$ cat src/sv/owbm_pkg.sv
// Shared constants and types for the one-wire bus master unit.
// No dependencies.
package owbm_pkg;

    localparam int TIMER_WIDTH_DEF = 10;
    localparam int CFG_DATA_W      = 10;
    localparam int NUM_REGS        = 8;
    localparam int CFG_IDX_W       = 3;

    // register indexes
    localparam logic [CFG_IDX_W-1:0] REG_RESET_LOW   = 3'd0;
    localparam logic [CFG_IDX_W-1:0] REG_RESET_TOTAL = 3'd1;
    localparam logic [CFG_IDX_W-1:0] REG_W1_LOW      = 3'd2;
    localparam logic [CFG_IDX_W-1:0] REG_WRITE_SLOT  = 3'd3;
    localparam logic [CFG_IDX_W-1:0] REG_READ_LOW    = 3'd4;
    localparam logic [CFG_IDX_W-1:0] REG_READ_SAMPLE = 3'd5;
    localparam logic [CFG_IDX_W-1:0] REG_READ_SLOT   = 3'd6;
    localparam logic [CFG_IDX_W-1:0] REG_RECOVERY    = 3'd7;

    localparam logic [CFG_DATA_W-1:0] REG_RESET_VALS [NUM_REGS] = '{
        10'd480, 10'd1010, 10'd11, 10'd67, 10'd6, 10'd12, 10'd62, 10'd1
    };

    // command codes
    localparam logic [1:0] OP_TICK  = 2'd0;
    localparam logic [1:0] OP_RESET = 2'd1;
    localparam logic [1:0] OP_WRITE = 2'd2;
    localparam logic [1:0] OP_READ  = 2'd3;

    typedef struct packed {
        logic [7:0] read_data;
        logic       done_res;
        logic       busy_res;
        logic       drive_low;
    } result_t;

endpackage

$ cat src/sv/one_wire_bus_master_unit.sv
// One-wire bus master unit: each input item is one microsecond tick carrying an
// optional command and the sampled line level; each tick yields one result item with
// the line drive, busy, done and the read byte. An item is taken every clock unless
// m_tready holds back a waiting result with the input register full. It is registered,
// worked out by the sequencer in one pass, and its result lands in an output register
// when consumed, which lets the next item in while a result waits. Commands are only
// honoured while idle. Unchecked user rule: write timing registers through the cfg port
// while no items are in flight. Depends on owbm_pkg, owbm_cfg_regs and owbm_sequencer.
module one_wire_bus_master_unit #(
    parameter int TIMER_WIDTH = owbm_pkg::TIMER_WIDTH_DEF
) (
    input  logic                            clk,
    input  logic                            rst_n,
    input  logic                            cfg_we,
    input  logic [owbm_pkg::CFG_IDX_W-1:0]  cfg_addr,
    input  logic [owbm_pkg::CFG_DATA_W-1:0] cfg_data,
    input  logic                            s_tvalid,
    output logic                            s_tready,
    input  logic [15:0]                     s_tdata,   // write_data[7:0], line_sample[8]
    input  logic [1:0]                      s_tuser,   // operation[1:0]
    output logic                            m_tvalid,
    input  logic                            m_tready,
    output logic [15:0]                     m_tdata    // drive_low, busy_res, done_res,
                                                       // read_data[10:3]
);

    localparam int CNT_W = (TIMER_WIDTH < owbm_pkg::CFG_DATA_W) ?
                           TIMER_WIDTH : owbm_pkg::CFG_DATA_W;

    logic [owbm_pkg::NUM_REGS-1:0][CNT_W-1:0] timing;

    logic              in_valid_reg;
    logic [1:0]        op_reg;
    logic [7:0]        wdata_reg;
    logic              line_reg;
    logic              out_valid_reg;
    owbm_pkg::result_t out_reg;
    owbm_pkg::result_t result;
    logic              consume;

    assign consume  = in_valid_reg && (!out_valid_reg || m_tready);
    assign s_tready = !in_valid_reg || consume;

    owbm_cfg_regs #(
        .TIMER_WIDTH (TIMER_WIDTH)
    ) u_cfg (
        .clk      (clk),
        .rst_n    (rst_n),
        .cfg_we   (cfg_we),
        .cfg_addr (cfg_addr),
        .cfg_data (cfg_data),
        .timing   (timing)
    );

    owbm_sequencer #(
        .TIMER_WIDTH (TIMER_WIDTH)
    ) u_seq (
        .clk         (clk),
        .rst_n       (rst_n),
        .step        (consume),
        .operation   (op_reg),
        .write_data  (wdata_reg),
        .line_sample (line_reg),
        .timing      (timing),
        .result      (result)
    );

    always_ff @(posedge clk or negedge rst_n)
    begin
        if (!rst_n)
        begin
            in_valid_reg  <= 1'b0;
            out_valid_reg <= 1'b0;
        end
        else
        begin
            if (s_tvalid && s_tready)
            begin
                in_valid_reg <= 1'b1;
            end
            else if (consume)
            begin
                in_valid_reg <= 1'b0;
            end

            if (consume)
            begin
                out_valid_reg <= 1'b1;
            end
            else if (m_tready)
            begin
                out_valid_reg <= 1'b0;
            end
        end
    end

    // payload registers
    always_ff @(posedge clk)
    begin
        if (s_tvalid && s_tready)
        begin
            op_reg    <= s_tuser;
            wdata_reg <= s_tdata[7:0];
            line_reg  <= s_tdata[8];
        end
        if (consume)
        begin
            out_reg <= result;
        end
    end

    assign m_tvalid = out_valid_reg;
    assign m_tdata  = {5'd0, out_reg};

endmodule

$ cat src/sv/owbm_cfg_regs.sv
// Timing register file for the one-wire bus master unit.
// Depends on owbm_pkg.
module owbm_cfg_regs #(
    parameter int TIMER_WIDTH = owbm_pkg::TIMER_WIDTH_DEF
) (
    input  logic                                clk,
    input  logic                                rst_n,
    input  logic                                cfg_we,
    input  logic [owbm_pkg::CFG_IDX_W-1:0]      cfg_addr,
    input  logic [owbm_pkg::CFG_DATA_W-1:0]     cfg_data,
    output logic [owbm_pkg::NUM_REGS-1:0][((TIMER_WIDTH < owbm_pkg::CFG_DATA_W) ?
                 TIMER_WIDTH : owbm_pkg::CFG_DATA_W)-1:0] timing
);

    localparam int CNT_W = (TIMER_WIDTH < owbm_pkg::CFG_DATA_W) ?
                           TIMER_WIDTH : owbm_pkg::CFG_DATA_W;

    logic [owbm_pkg::NUM_REGS-1:0][CNT_W-1:0] timing_reg;

    always_ff @(posedge clk or negedge rst_n)
    begin
        if (!rst_n)
        begin
            for (int i = 0; i < owbm_pkg::NUM_REGS; i++)
            begin
                timing_reg[i] <= owbm_pkg::REG_RESET_VALS[i][CNT_W-1:0];
            end
        end
        else if (cfg_we)
        begin
            timing_reg[cfg_addr] <= cfg_data[CNT_W-1:0];
        end
    end

    assign timing = timing_reg;

endmodule

$ cat src/sv/owbm_sequencer.sv
// Bus sequencer: operation state and the per-tick slot timing.
// Depends on owbm_pkg; fed by owbm_cfg_regs.
module owbm_sequencer #(
    parameter int TIMER_WIDTH = owbm_pkg::TIMER_WIDTH_DEF
) (
    input  logic                 clk,
    input  logic                 rst_n,
    input  logic                 step,
    input  logic [1:0]           operation,
    input  logic [7:0]           write_data,
    input  logic                 line_sample,
    input  logic [owbm_pkg::NUM_REGS-1:0][((TIMER_WIDTH < owbm_pkg::CFG_DATA_W) ?
                 TIMER_WIDTH : owbm_pkg::CFG_DATA_W)-1:0] timing,
    output owbm_pkg::result_t    result
);

    localparam int CNT_W = (TIMER_WIDTH < owbm_pkg::CFG_DATA_W) ?
                           TIMER_WIDTH : owbm_pkg::CFG_DATA_W;
    localparam logic [2:0] BIT_LAST = 3'd7;

    typedef enum logic [2:0] {
        PH_IDLE,
        PH_RESET,
        PH_WRITE,
        PH_READ,
        PH_RECOVER
    } phase_t;

    phase_t           phase_reg, phase_next;
    logic [1:0]       kind_reg, kind_next;
    logic [CNT_W-1:0] slot_reg, slot_next;
    logic [2:0]       bit_reg, bit_next;
    logic [7:0]       shift_reg, shift_next;

    phase_t           ph;
    logic [1:0]       kind;
    logic [CNT_W-1:0] slot;
    logic [CNT_W-1:0] tick_next;
    logic [CNT_W-1:0] low_time;
    logic [2:0]       bitn;
    logic [7:0]       sb;
    logic             slot_end;
    phase_t           data_phase;

    always_comb
    begin
        ph   = phase_reg;
        kind = kind_reg;
        slot = slot_reg;
        bitn = bit_reg;
        sb   = shift_reg;

        // a command while idle is handled as tick 0 of its operation
        if (phase_reg == PH_IDLE && operation != owbm_pkg::OP_TICK)
        begin
            case (operation)
                owbm_pkg::OP_RESET: ph = PH_RESET;
                owbm_pkg::OP_WRITE: ph = PH_WRITE;
                owbm_pkg::OP_READ:  ph = PH_READ;
                default:            ph = PH_IDLE;
            endcase
            kind = operation;
            slot = '0;
            bitn = '0;
            sb   = (operation == owbm_pkg::OP_WRITE) ? write_data : 8'd0;
        end

        tick_next  = slot + 1'b1;
        data_phase = (kind == owbm_pkg::OP_READ) ? PH_READ : PH_WRITE;
        low_time   = sb[0] ? timing[owbm_pkg::REG_W1_LOW] : timing[owbm_pkg::REG_WRITE_SLOT];

        phase_next = ph;
        kind_next  = kind;
        slot_next  = slot;
        bit_next   = bitn;
        shift_next = sb;
        slot_end   = 1'b0;
        result     = '0;
        result.busy_res = (ph != PH_IDLE);

        case (ph)
            PH_RESET:
            begin
                result.drive_low = (slot < timing[owbm_pkg::REG_RESET_LOW]);
                slot_next = tick_next;
                if (tick_next >= timing[owbm_pkg::REG_RESET_TOTAL])
                begin
                    phase_next      = PH_IDLE;
                    result.done_res = 1'b1;
                end
            end
            PH_WRITE:
            begin
                result.drive_low = (slot < low_time);
                slot_next = tick_next;
                if (tick_next >= timing[owbm_pkg::REG_WRITE_SLOT])
                begin
                    shift_next = sb >> 1;
                    slot_end   = 1'b1;
                end
            end
            PH_READ:
            begin
                result.drive_low = (slot < timing[owbm_pkg::REG_READ_LOW]);
                if (slot == timing[owbm_pkg::REG_READ_SAMPLE] && line_sample)
                begin
                    shift_next = sb | (8'd1 << bitn);
                end
                slot_next = tick_next;
                if (tick_next >= timing[owbm_pkg::REG_READ_SLOT])
                begin
                    slot_end = 1'b1;
                end
            end
            PH_RECOVER:
            begin
                slot_next = tick_next;
                if (tick_next >= timing[owbm_pkg::REG_RECOVERY])
                begin
                    slot_next  = '0;
                    phase_next = data_phase;
                end
            end
            default:
            begin
                phase_next = PH_IDLE;
            end
        endcase

        if (slot_end)
        begin
            if (bitn == BIT_LAST)
            begin
                phase_next      = PH_IDLE;
                result.done_res = 1'b1;
                if (ph == PH_READ)
                begin
                    result.read_data = shift_next;
                end
            end
            else
            begin
                bit_next   = bitn + 1'b1;
                slot_next  = '0;
                phase_next = (timing[owbm_pkg::REG_RECOVERY] == '0) ? data_phase : PH_RECOVER;
            end
        end
    end

    always_ff @(posedge clk or negedge rst_n)
    begin
        if (!rst_n)
        begin
            phase_reg <= PH_IDLE;
            kind_reg  <= '0;
            slot_reg  <= '0;
            bit_reg   <= '0;
            shift_reg <= '0;
        end
        else if (step)
        begin
            phase_reg <= phase_next;
            kind_reg  <= kind_next;
            slot_reg  <= slot_next;
            bit_reg   <= bit_next;
            shift_reg <= shift_next;
        end
    end

endmodule

$ cat config.mk
export PLATFORM = sky130hd
export DESIGN_NAME = one_wire_bus_master_unit
export DESIGN_NICKNAME = d
export VERILOG_FILES = /design/src/sv/owbm_pkg.sv /design/src/sv/one_wire_bus_master_unit.sv /design/src/sv/owbm_cfg_regs.sv /design/src/sv/owbm_sequencer.sv
export SDC_FILE = /design/constraint.sdc
export NUM_CORES = 1
export LEC_CHECK = 0
export CAP_MARGIN = 5
export CELL_PAD_IN_SITES_DETAIL_PLACEMENT = 1
export CELL_PAD_IN_SITES_GLOBAL_PLACEMENT = 2
export CORE_MARGIN = 2
export CORE_UTILIZATION = 24
export CTS_CLUSTER_SIZE = 16
export DETAILED_ROUTE_END_ITERATION = 7
export DONT_BUFFER_PORTS = 1
export GPL_ROUTABILITY_DRIVEN = 0
export HOLD_SLACK_MARGIN = 0.1
export PLACE_DENSITY = 0.47
export SETUP_SLACK_MARGIN = 0.15
export SLEW_MARGIN = 20
export SYNTH_ARGS = -nofsm -noshare
export SYNTH_HDL_FRONTEND = slang
export SYNTH_HIERARCHICAL = 1
export SYNTH_SLANG_ARGS = --single-unit
export TNS_END_PERCENT = 20
$ cat constraint.sdc
create_clock -name clk -period 7.9 [get_ports clk]
set_input_delay 1.58 -clock clk [delete_from_list [all_inputs] [get_ports clk]]
set_output_delay 1.58 -clock clk [all_outputs]
set_load 0.005 [all_outputs]
==> results of run 1 <==
==> metal layers <==
metal	up-vias	share of wire
met5	-	0
met4	0	0.019
met3	20	0.030
met2	68	0.46
met1	2813	0.49
li1	2577	-
==> how the worst max path moves through the flow <==
| stage | startpoint | to | slack [ns] | cells past startpoint |
|---|---|---|---|---|
| global placement | u_seq/phase_reg[2] | u_seq/slot_reg[3] | 2.66 | 15 |
| finish | u_seq/phase_reg[2] | u_seq/slot_reg[9] | 2.82 | 15 |
| floorplan | op_reg[0] | m_tdata[3] | 4.01 | 18 |
| global route | u_seq/phase_reg[2] | u_seq/slot_reg[9] | 2.33 | 15 |
| CTS | u_seq/phase_reg[2] | u_seq/slot_reg[9] | 2.67 | 15 |
| detailed placement | u_seq/phase_reg[2] | u_seq/slot_reg[9] | 2.68 | 15 |
==> worst max-delay path: stages, from the launching register on <==
cell,delay [ns]
dfrtp_1,0.59
nor3_4,0.42
nand2_1,0.20
nand2_1,0.20
inv_1,0.17
ha_1,0.38
and3_1,0.28
xnor2_1,0.15
nor2_1,0.44
ha_1,0.20
o211ai_1,0.08
a31o_2,0.25
a21oi_2,0.60
o21ai_1,0.34
and3_1,0.37
a22o_1,0.27
==> cell usage in the layout (no fill, tap or decap), types with 6 or more instances in the layout <==
cell | netlist | routed
xor2_1 | 6 | 6
nand2_1 | 22 | 22
ha_1 | 72 | 72
and3_1 | 6 | 6
o21a_1 | 8 | 8
dfrtp_1 | 81 | 81
inv_1 | 68 | 68
mux2_2 | 53 | 53
a211oi_1 | 8 | 8
nor2b_1 | 6 | 6
and2_1 | 9 | 8
dfstp_2 | 27 | 27
edfxtp_1 | 22 | 22
nor3_1 | 6 | 6
clkbuf_16 | 0 | 17
nor2_1 | 39 | 39
a21oi_1 | 40 | 40
nand4_1 | 9 | 9
o21ai_0 | 20 | 20
a21o_1 | 6 | 6
mux2i_1 | 18 | 18
nand3_1 | 18 | 18
nand2b_1 | 7 | 7
mux2_4 | 30 | 30
a21boi_0 | 7 | 7
==> stage by stage <==
stage / total power [mW] / hold WS, ns / setup WS (ns)
after detailed placement: 2.14 / 0.490 / 2.68
after global placement: 2.11 / 0.476 / 2.66
after global routing: 3.18 / 0.525 / 2.33
final: 2.95 / 0.506 / 2.82
after CTS: 3.00 / 0.511 / 2.67
after floorplan: 1.80 / 0.450 / 4.01
==> logic make-up (layout without fill, tap and decap cells) <==
family | Yosys count | after routing | synth area share
and+or+nand+nor | 155 | 155 | 0.111
AOI/OAI and AO/OA | 147 | 147 | 0.127
DFF | 130 | 130 | 0.424
buffers and inverters | 104 | 105 | 0.0608
muxes | 101 | 101 | 0.153
adders and majority gates | 72 | 72 | 0.112
xor gates and xnor gates | 10 | 10 | 0.0109
other | 1 | 5 | 0.000468
==> area by class of cell <==
type	instances	area (µm²)
inverters	68	255
well taps	442	553
clock inverters	13	161
repair buffers	5	37.5
flip-flops and latches	130	3400
multi-input cells	490	4140
clock buffers	19	433
fillers	3696	23700
==> cell usage after synthesis (all sizes together) (8+ instances only) <==
master | n | area (µm²)
o21ai | 23 | 115
and2 | 10 | 65.1
a21oi | 41 | 209
dfrtp | 81 | 2030
ha | 72 | 901
nand4 | 11 | 81.3
mux2i | 18 | 180
inv | 68 | 255
nor2 | 41 | 164
mux2 | 83 | 1050
edfxtp | 22 | 661
buf | 25 | 190
clkbuf | 11 | 41.3
nand3 | 19 | 100
o21a | 8 | 60.1
a211oi | 11 | 97.6
dfstp | 27 | 709
nand2 | 23 | 88.8
==> report_power, final <==
group          leakage (nW)  internal (mW)  switching, mW
combinational          2.12          0.473          0.641
clock                 0.279          0.496          0.326
sequential             1.47          0.859          0.155
total                  3.87           1.83           1.12
==> results.py, run 1 <==
metrics = {
    "outcome": {
        "status": "finished clean",
    },
    "floorplanning": {
        "dieWidth_um": 187,
        "ios": 54,
        "die_y_um": 187,
        "dieArea_um2": 34900,
        "rows": 66,
        "start_util": 0.245,
        "core_area_um2": 32700,
    },
    "timing": {
        "finalSetupViolCount": 0,
        "relSlewSlack": 0.365,
        "fmax_mhz": 197,
        "period_share": 0.643,
        "drv_slew": 0,
        "finalHoldViolations": 0,
        "final.setup_skew_ns": 0.0144,
        "rsz0062_at_grt": "no",
        "fin_setup_tns_ns": 0,
        "layout_min_cycle_time_ns": 5.08,
        "tightest_slew_ns": 0.929,
    },
    "synthesis": {
        "yosys_warnings": 6,
        "avgSynthCellArea_um2": 11.1,
        "ys_async_sr_fraction": 0.831,
        "synth_cells": 720,
        "ys.flop_type": "dfrtp_1",
        "synth-edff-count": 22,
        "ys_seq_elements": 130,
        "yosysSeqAreaShare": 0.424,
        "syn-cell-area_um2": 8010,
        "synth.distinct_cells": 79,
    },
    "finish": {
        "area_growth_pct": 12.1,
        "final_area_um2": 8980,
        "drive_gt1_frac": 0.236,
        "antenna_cells": 0,
        "largest_reg_flops": 80,
        "fin_nets": 820,
        "instances_no_fill": 1167,
        "fin_util": 0.275,
    },
    "global_route": {
        "track_usage": 0.147,
        "grtUsageMet1": 0.195,
        "grt_pass1_wl_um": 38100,
        "grt.busiest_layer": "met2",
        "met2_usage": 0.234,
        "grt_pass1_vias": 6083,
        "grt_max_degree": 109,
        "antenna_found_initial": 0,
        "grt_use_met3": 0.0312,
        "gr-total-overflow": 0,
    },
    "worst_hold_path": {
        "hold_end": "u_seq/bit_reg[0]",
        "worstHoldPathCells": 1,
        "hp-class": "flip-flop to flip-flop",
        "hp-start": "u_seq/bit_reg[0]",
    },
    "place": {
        "io_buffers": 0,
        "dp_cells": 1135,
        "place_area_um2": 8390,
        "hpwlAfterDp_um": 17900,
    },
    "critical_path": {
        "end_kind": "flip-flop",
        "critPathRequiredTime_ns": 8.23,
        "ff2ff_setup_slack_ns": 2.82,
        "startpoint_type": "flip-flop",
        "path_class": "flip-flop to flip-flop",
        "r2r_start": "u_seq/phase_reg[2]",
        "rr_endpoint": "u_seq/slot_reg[9]",
        "worstRegToRegCells": 15,
        "arrival_ns": 5.41,
        "crit_path_max_fanout": 17,
    },
    "clock_network": {
        "cts_buffer_depth": 2,
        "numCtsBuffers": 17,
        "cts_setup_buffers": 0,
        "tritoncts": "built",
        "clock_latency_ns": 0.44,
        "holdBufCountCts": 0,
        "cts.sinks": 130,
        "cts_max_level": 4,
        "clk_pin_slew_ns": 0.07,
        "cts_root_buf": "clkbuf_16",
        "cts_resized": 0,
    },
    "routing": {
        "ant_nets": 0,
        "wl_per_cell_um": 21.1,
        "firstDrtPassIters": 4,
        "drt_iter0_markers": 268,
        "wl_um": 24700,
        "num_vias": 5478,
        "vias_per_cell": 4.69,
        "drc": 0,
    },
    "job": {
        "cap_violations": 0,
    },
    "power_and_ir_drop": {
        "leakage_nw": 3.87,
        "power_density_nw_per_um2": 329,
        "vdd_drop_max_mv": 0.162,
    },
}
Power figures use the tool's default switching activity.
==> run 2, diff against run 1 <==
- PLACE_DENSITY: 0.47 -> 0.48
- clock period: 7.9 -> 4.5 ns (I/O delays scaled with it)
==> results.py, run 2 (synthesized netlist as in run 1, its figures left out) <==
metrics = {
    "clock_network": {
        "cts.sinks": 130,
        "numCtsBuffers": 17,
        "cts_max_level": 4,
        "holdBufCountCts": 0,
        "tritoncts": "built",
        "clk_pin_slew_ns": 0.06,
        "clock_latency_ns": 0.44,
        "cts_buffer_depth": 2,
        "cts_root_buf": "clkbuf_16",
    },
    "floorplanning": {
        "start_util": 0.245,
        "core_area_um2": 32700,
        "rows": 66,
        "ios": 54,
        "dieArea_um2": 34900,
        "die_y_um": 187,
        "dieWidth_um": 187,
    },
    "global_route": {
        "grt_max_degree": 109,
        "grt_pass1_wl_um": 38200,
        "grt_pass1_vias": 6127,
        "gr-total-overflow": 0,
        "antenna_found_initial": 1,
        "track_usage": 0.145,
    },
    "critical_path": {
        "rr_endpoint": "u_seq/slot_reg[6]",
        "ff2ff_setup_slack_ns": 0.53,
        "critPathMaxStageDelay_ns": 0.39,
        "critPathSlowestCell": "edfxtp_1",
        "crit_cells": 17,
        "startpoint_type": "flip-flop",
        "cp_top_family": "simple AND/OR/NAND/NOR gates",
        "critPathRequiredTime_ns": 4.78,
        "r2r_start": "op_reg[0]",
        "end_kind": "flip-flop",
        "crit_path_max_fanout": 6,
        "arrival_ns": 4.25,
        "path_class": "flip-flop to flip-flop",
        "worstRegToRegCells": 17,
        "crit_chain": "or2_1, nand2_2, nand2_1, inv_1, ha_1, and3_1, nand3_1, xor2_1, nor2_4, ha_1, nand4_1, a311oi_1, buf_4, or2_1, o311ai_0, a221oi_1, a211oi_1",
        "critPathBufInv": 2,
    },
    "outcome": {
        "status": "finished clean",
    },
    "routing": {
        "wl_um": 24200,
        "wl_per_cell_um": 20.3,
        "firstDrtPassIters": 4,
        "ant_nets": 0,
        "num_vias": 5542,
        "vias_per_cell": 4.66,
        "drt_iter0_markers": 279,
        "drc": 0,
    },
    "place": {
        "hpwlAfterDp_um": 18100,
        "io_buffers": 0,
        "dp_cells": 1155,
    },
    "finish": {
        "area_growth_pct": 14.7,
        "mostFrequentLayoutCells": "dfrtp_1, ha_1, inv_1, mux2_2, a21oi_1",
        "fillCellCount": 3706,
        "mostFrequentLayoutCell": "dfrtp_1",
        "largest_reg_flops": 80,
        "fin_nets": 843,
        "antenna_cells": 0,
        "instances_no_fill": 1190,
        "drive_gt1_frac": 0.261,
    },
    "power_and_ir_drop": {
        "p_total_mw": 5.30,
        "vdd_drop_max_mv": 0.309,
        "p_seq_frac": 0.329,
        "power_density_nw_per_um2": 577,
        "switching_share": 0.373,
        "leakage_nw": 4.00,
        "p_sw_mw": 1.97,
        "power_frac_comb": 0.395,
        "p_int_mw": 3.33,
        "p_clk_frac": 0.276,
    },
    "timing": {
        "tightest_slew_ns": 0.986,
        "drv_slew": 0,
        "period_share": 0.881,
        "finalHoldViolations": 0,
        "relSlewSlack": 0.336,
        "finalSetupViolCount": 0,
        "fmax_mhz": 252,
        "fin_setup_tns_ns": 0,
        "final.setup_skew_ns": 0.00831,
        "rsz0062_at_grt": "no",
        "layout_min_cycle_time_ns": 3.97,
    },
    "worst_hold_path": {
        "hp-class": "input port to async pin",
    },
    "job": {
        "cap_violations": 0,
    },
}
## run 2: cell count changes in the layout (fill, tap and decap cells not counted), moves of 2 or more
| cell | change |
|---|---|
| buf_4 | +23 |
| clkinv_1 | +3 |
| clkbuf_1 | -2 |
| clkinv_2 | -2 |
| clkinv_4 | -2 |
| inv_4 | +2 |
## run 2: worst max-delay path by stage
| stage | start | to | slack (ns) |
|---|---|---|---|
| after floorplan | op_reg[0] | m_tdata[3] | 0.61 |
| after global placement | op_reg[0] | u_seq/bit_reg[0] | 0.04 |
| after detailed placement | op_reg[0] | u_seq/bit_reg[0] | 0.007 |
| after CTS | op_reg[0] | u_seq/slot_reg[4] | 0.18 |
| after global routing | op_reg[0] | u_seq/bit_reg[1] | 0.18 |
| final | op_reg[0] | u_seq/slot_reg[6] | 0.53 |
## run 2: per-layer routing
metal  global-route usage  part of all wire  vias to the layer above
li1                     -                 -                     2629
met1                0.200              0.50                     2826
met2                0.231              0.46                       71
met3               0.0269             0.028                       16
met4               0.0446             0.012                        0
met5                    0                 0                        -
## run 2: through the flow
step	setup WS (ns)	area, µm²	hold slack, ns	util
floorplan	0.609	8030	0.450	-
global placement	0.0377	8540	0.479	0.261
detailed placement	0.00723	8540	0.496	0.261
CTS	0.183	9150	0.127	0.280
global route	0.185	9190	0.128	0.281
finish	0.534	9190	0.158	0.281
## run 2: repair_timing
item	CTS	global route
buffers inserted	0	3
endpoints found under the setup margin	18	25
gates resized for setup	1	5
## run 2: final cells by class
cell class	count	area, µm²	area share
multi-input cells	490	4160	0.453
flip-flops and latches	130	3400	0.370
well taps	442	553	0.0602
clock buffers	18	450	0.0490
repair buffers	28	210	0.0229
inverters	68	255	0.0278
clock inverters	14	158	0.0172
## run 2: power groups by stage
stage	registers, mW	logic (mW)	clock network [mW]
2_1_floorplan	1.65	1.52	0
3_3_place_gp	1.75	2.05	0
3_5_place_dp	1.76	2.10	0
4_1_cts	1.74	2.12	1.52
5_1_grt	1.78	2.37	1.57
6_report	1.74	2.09	1.47
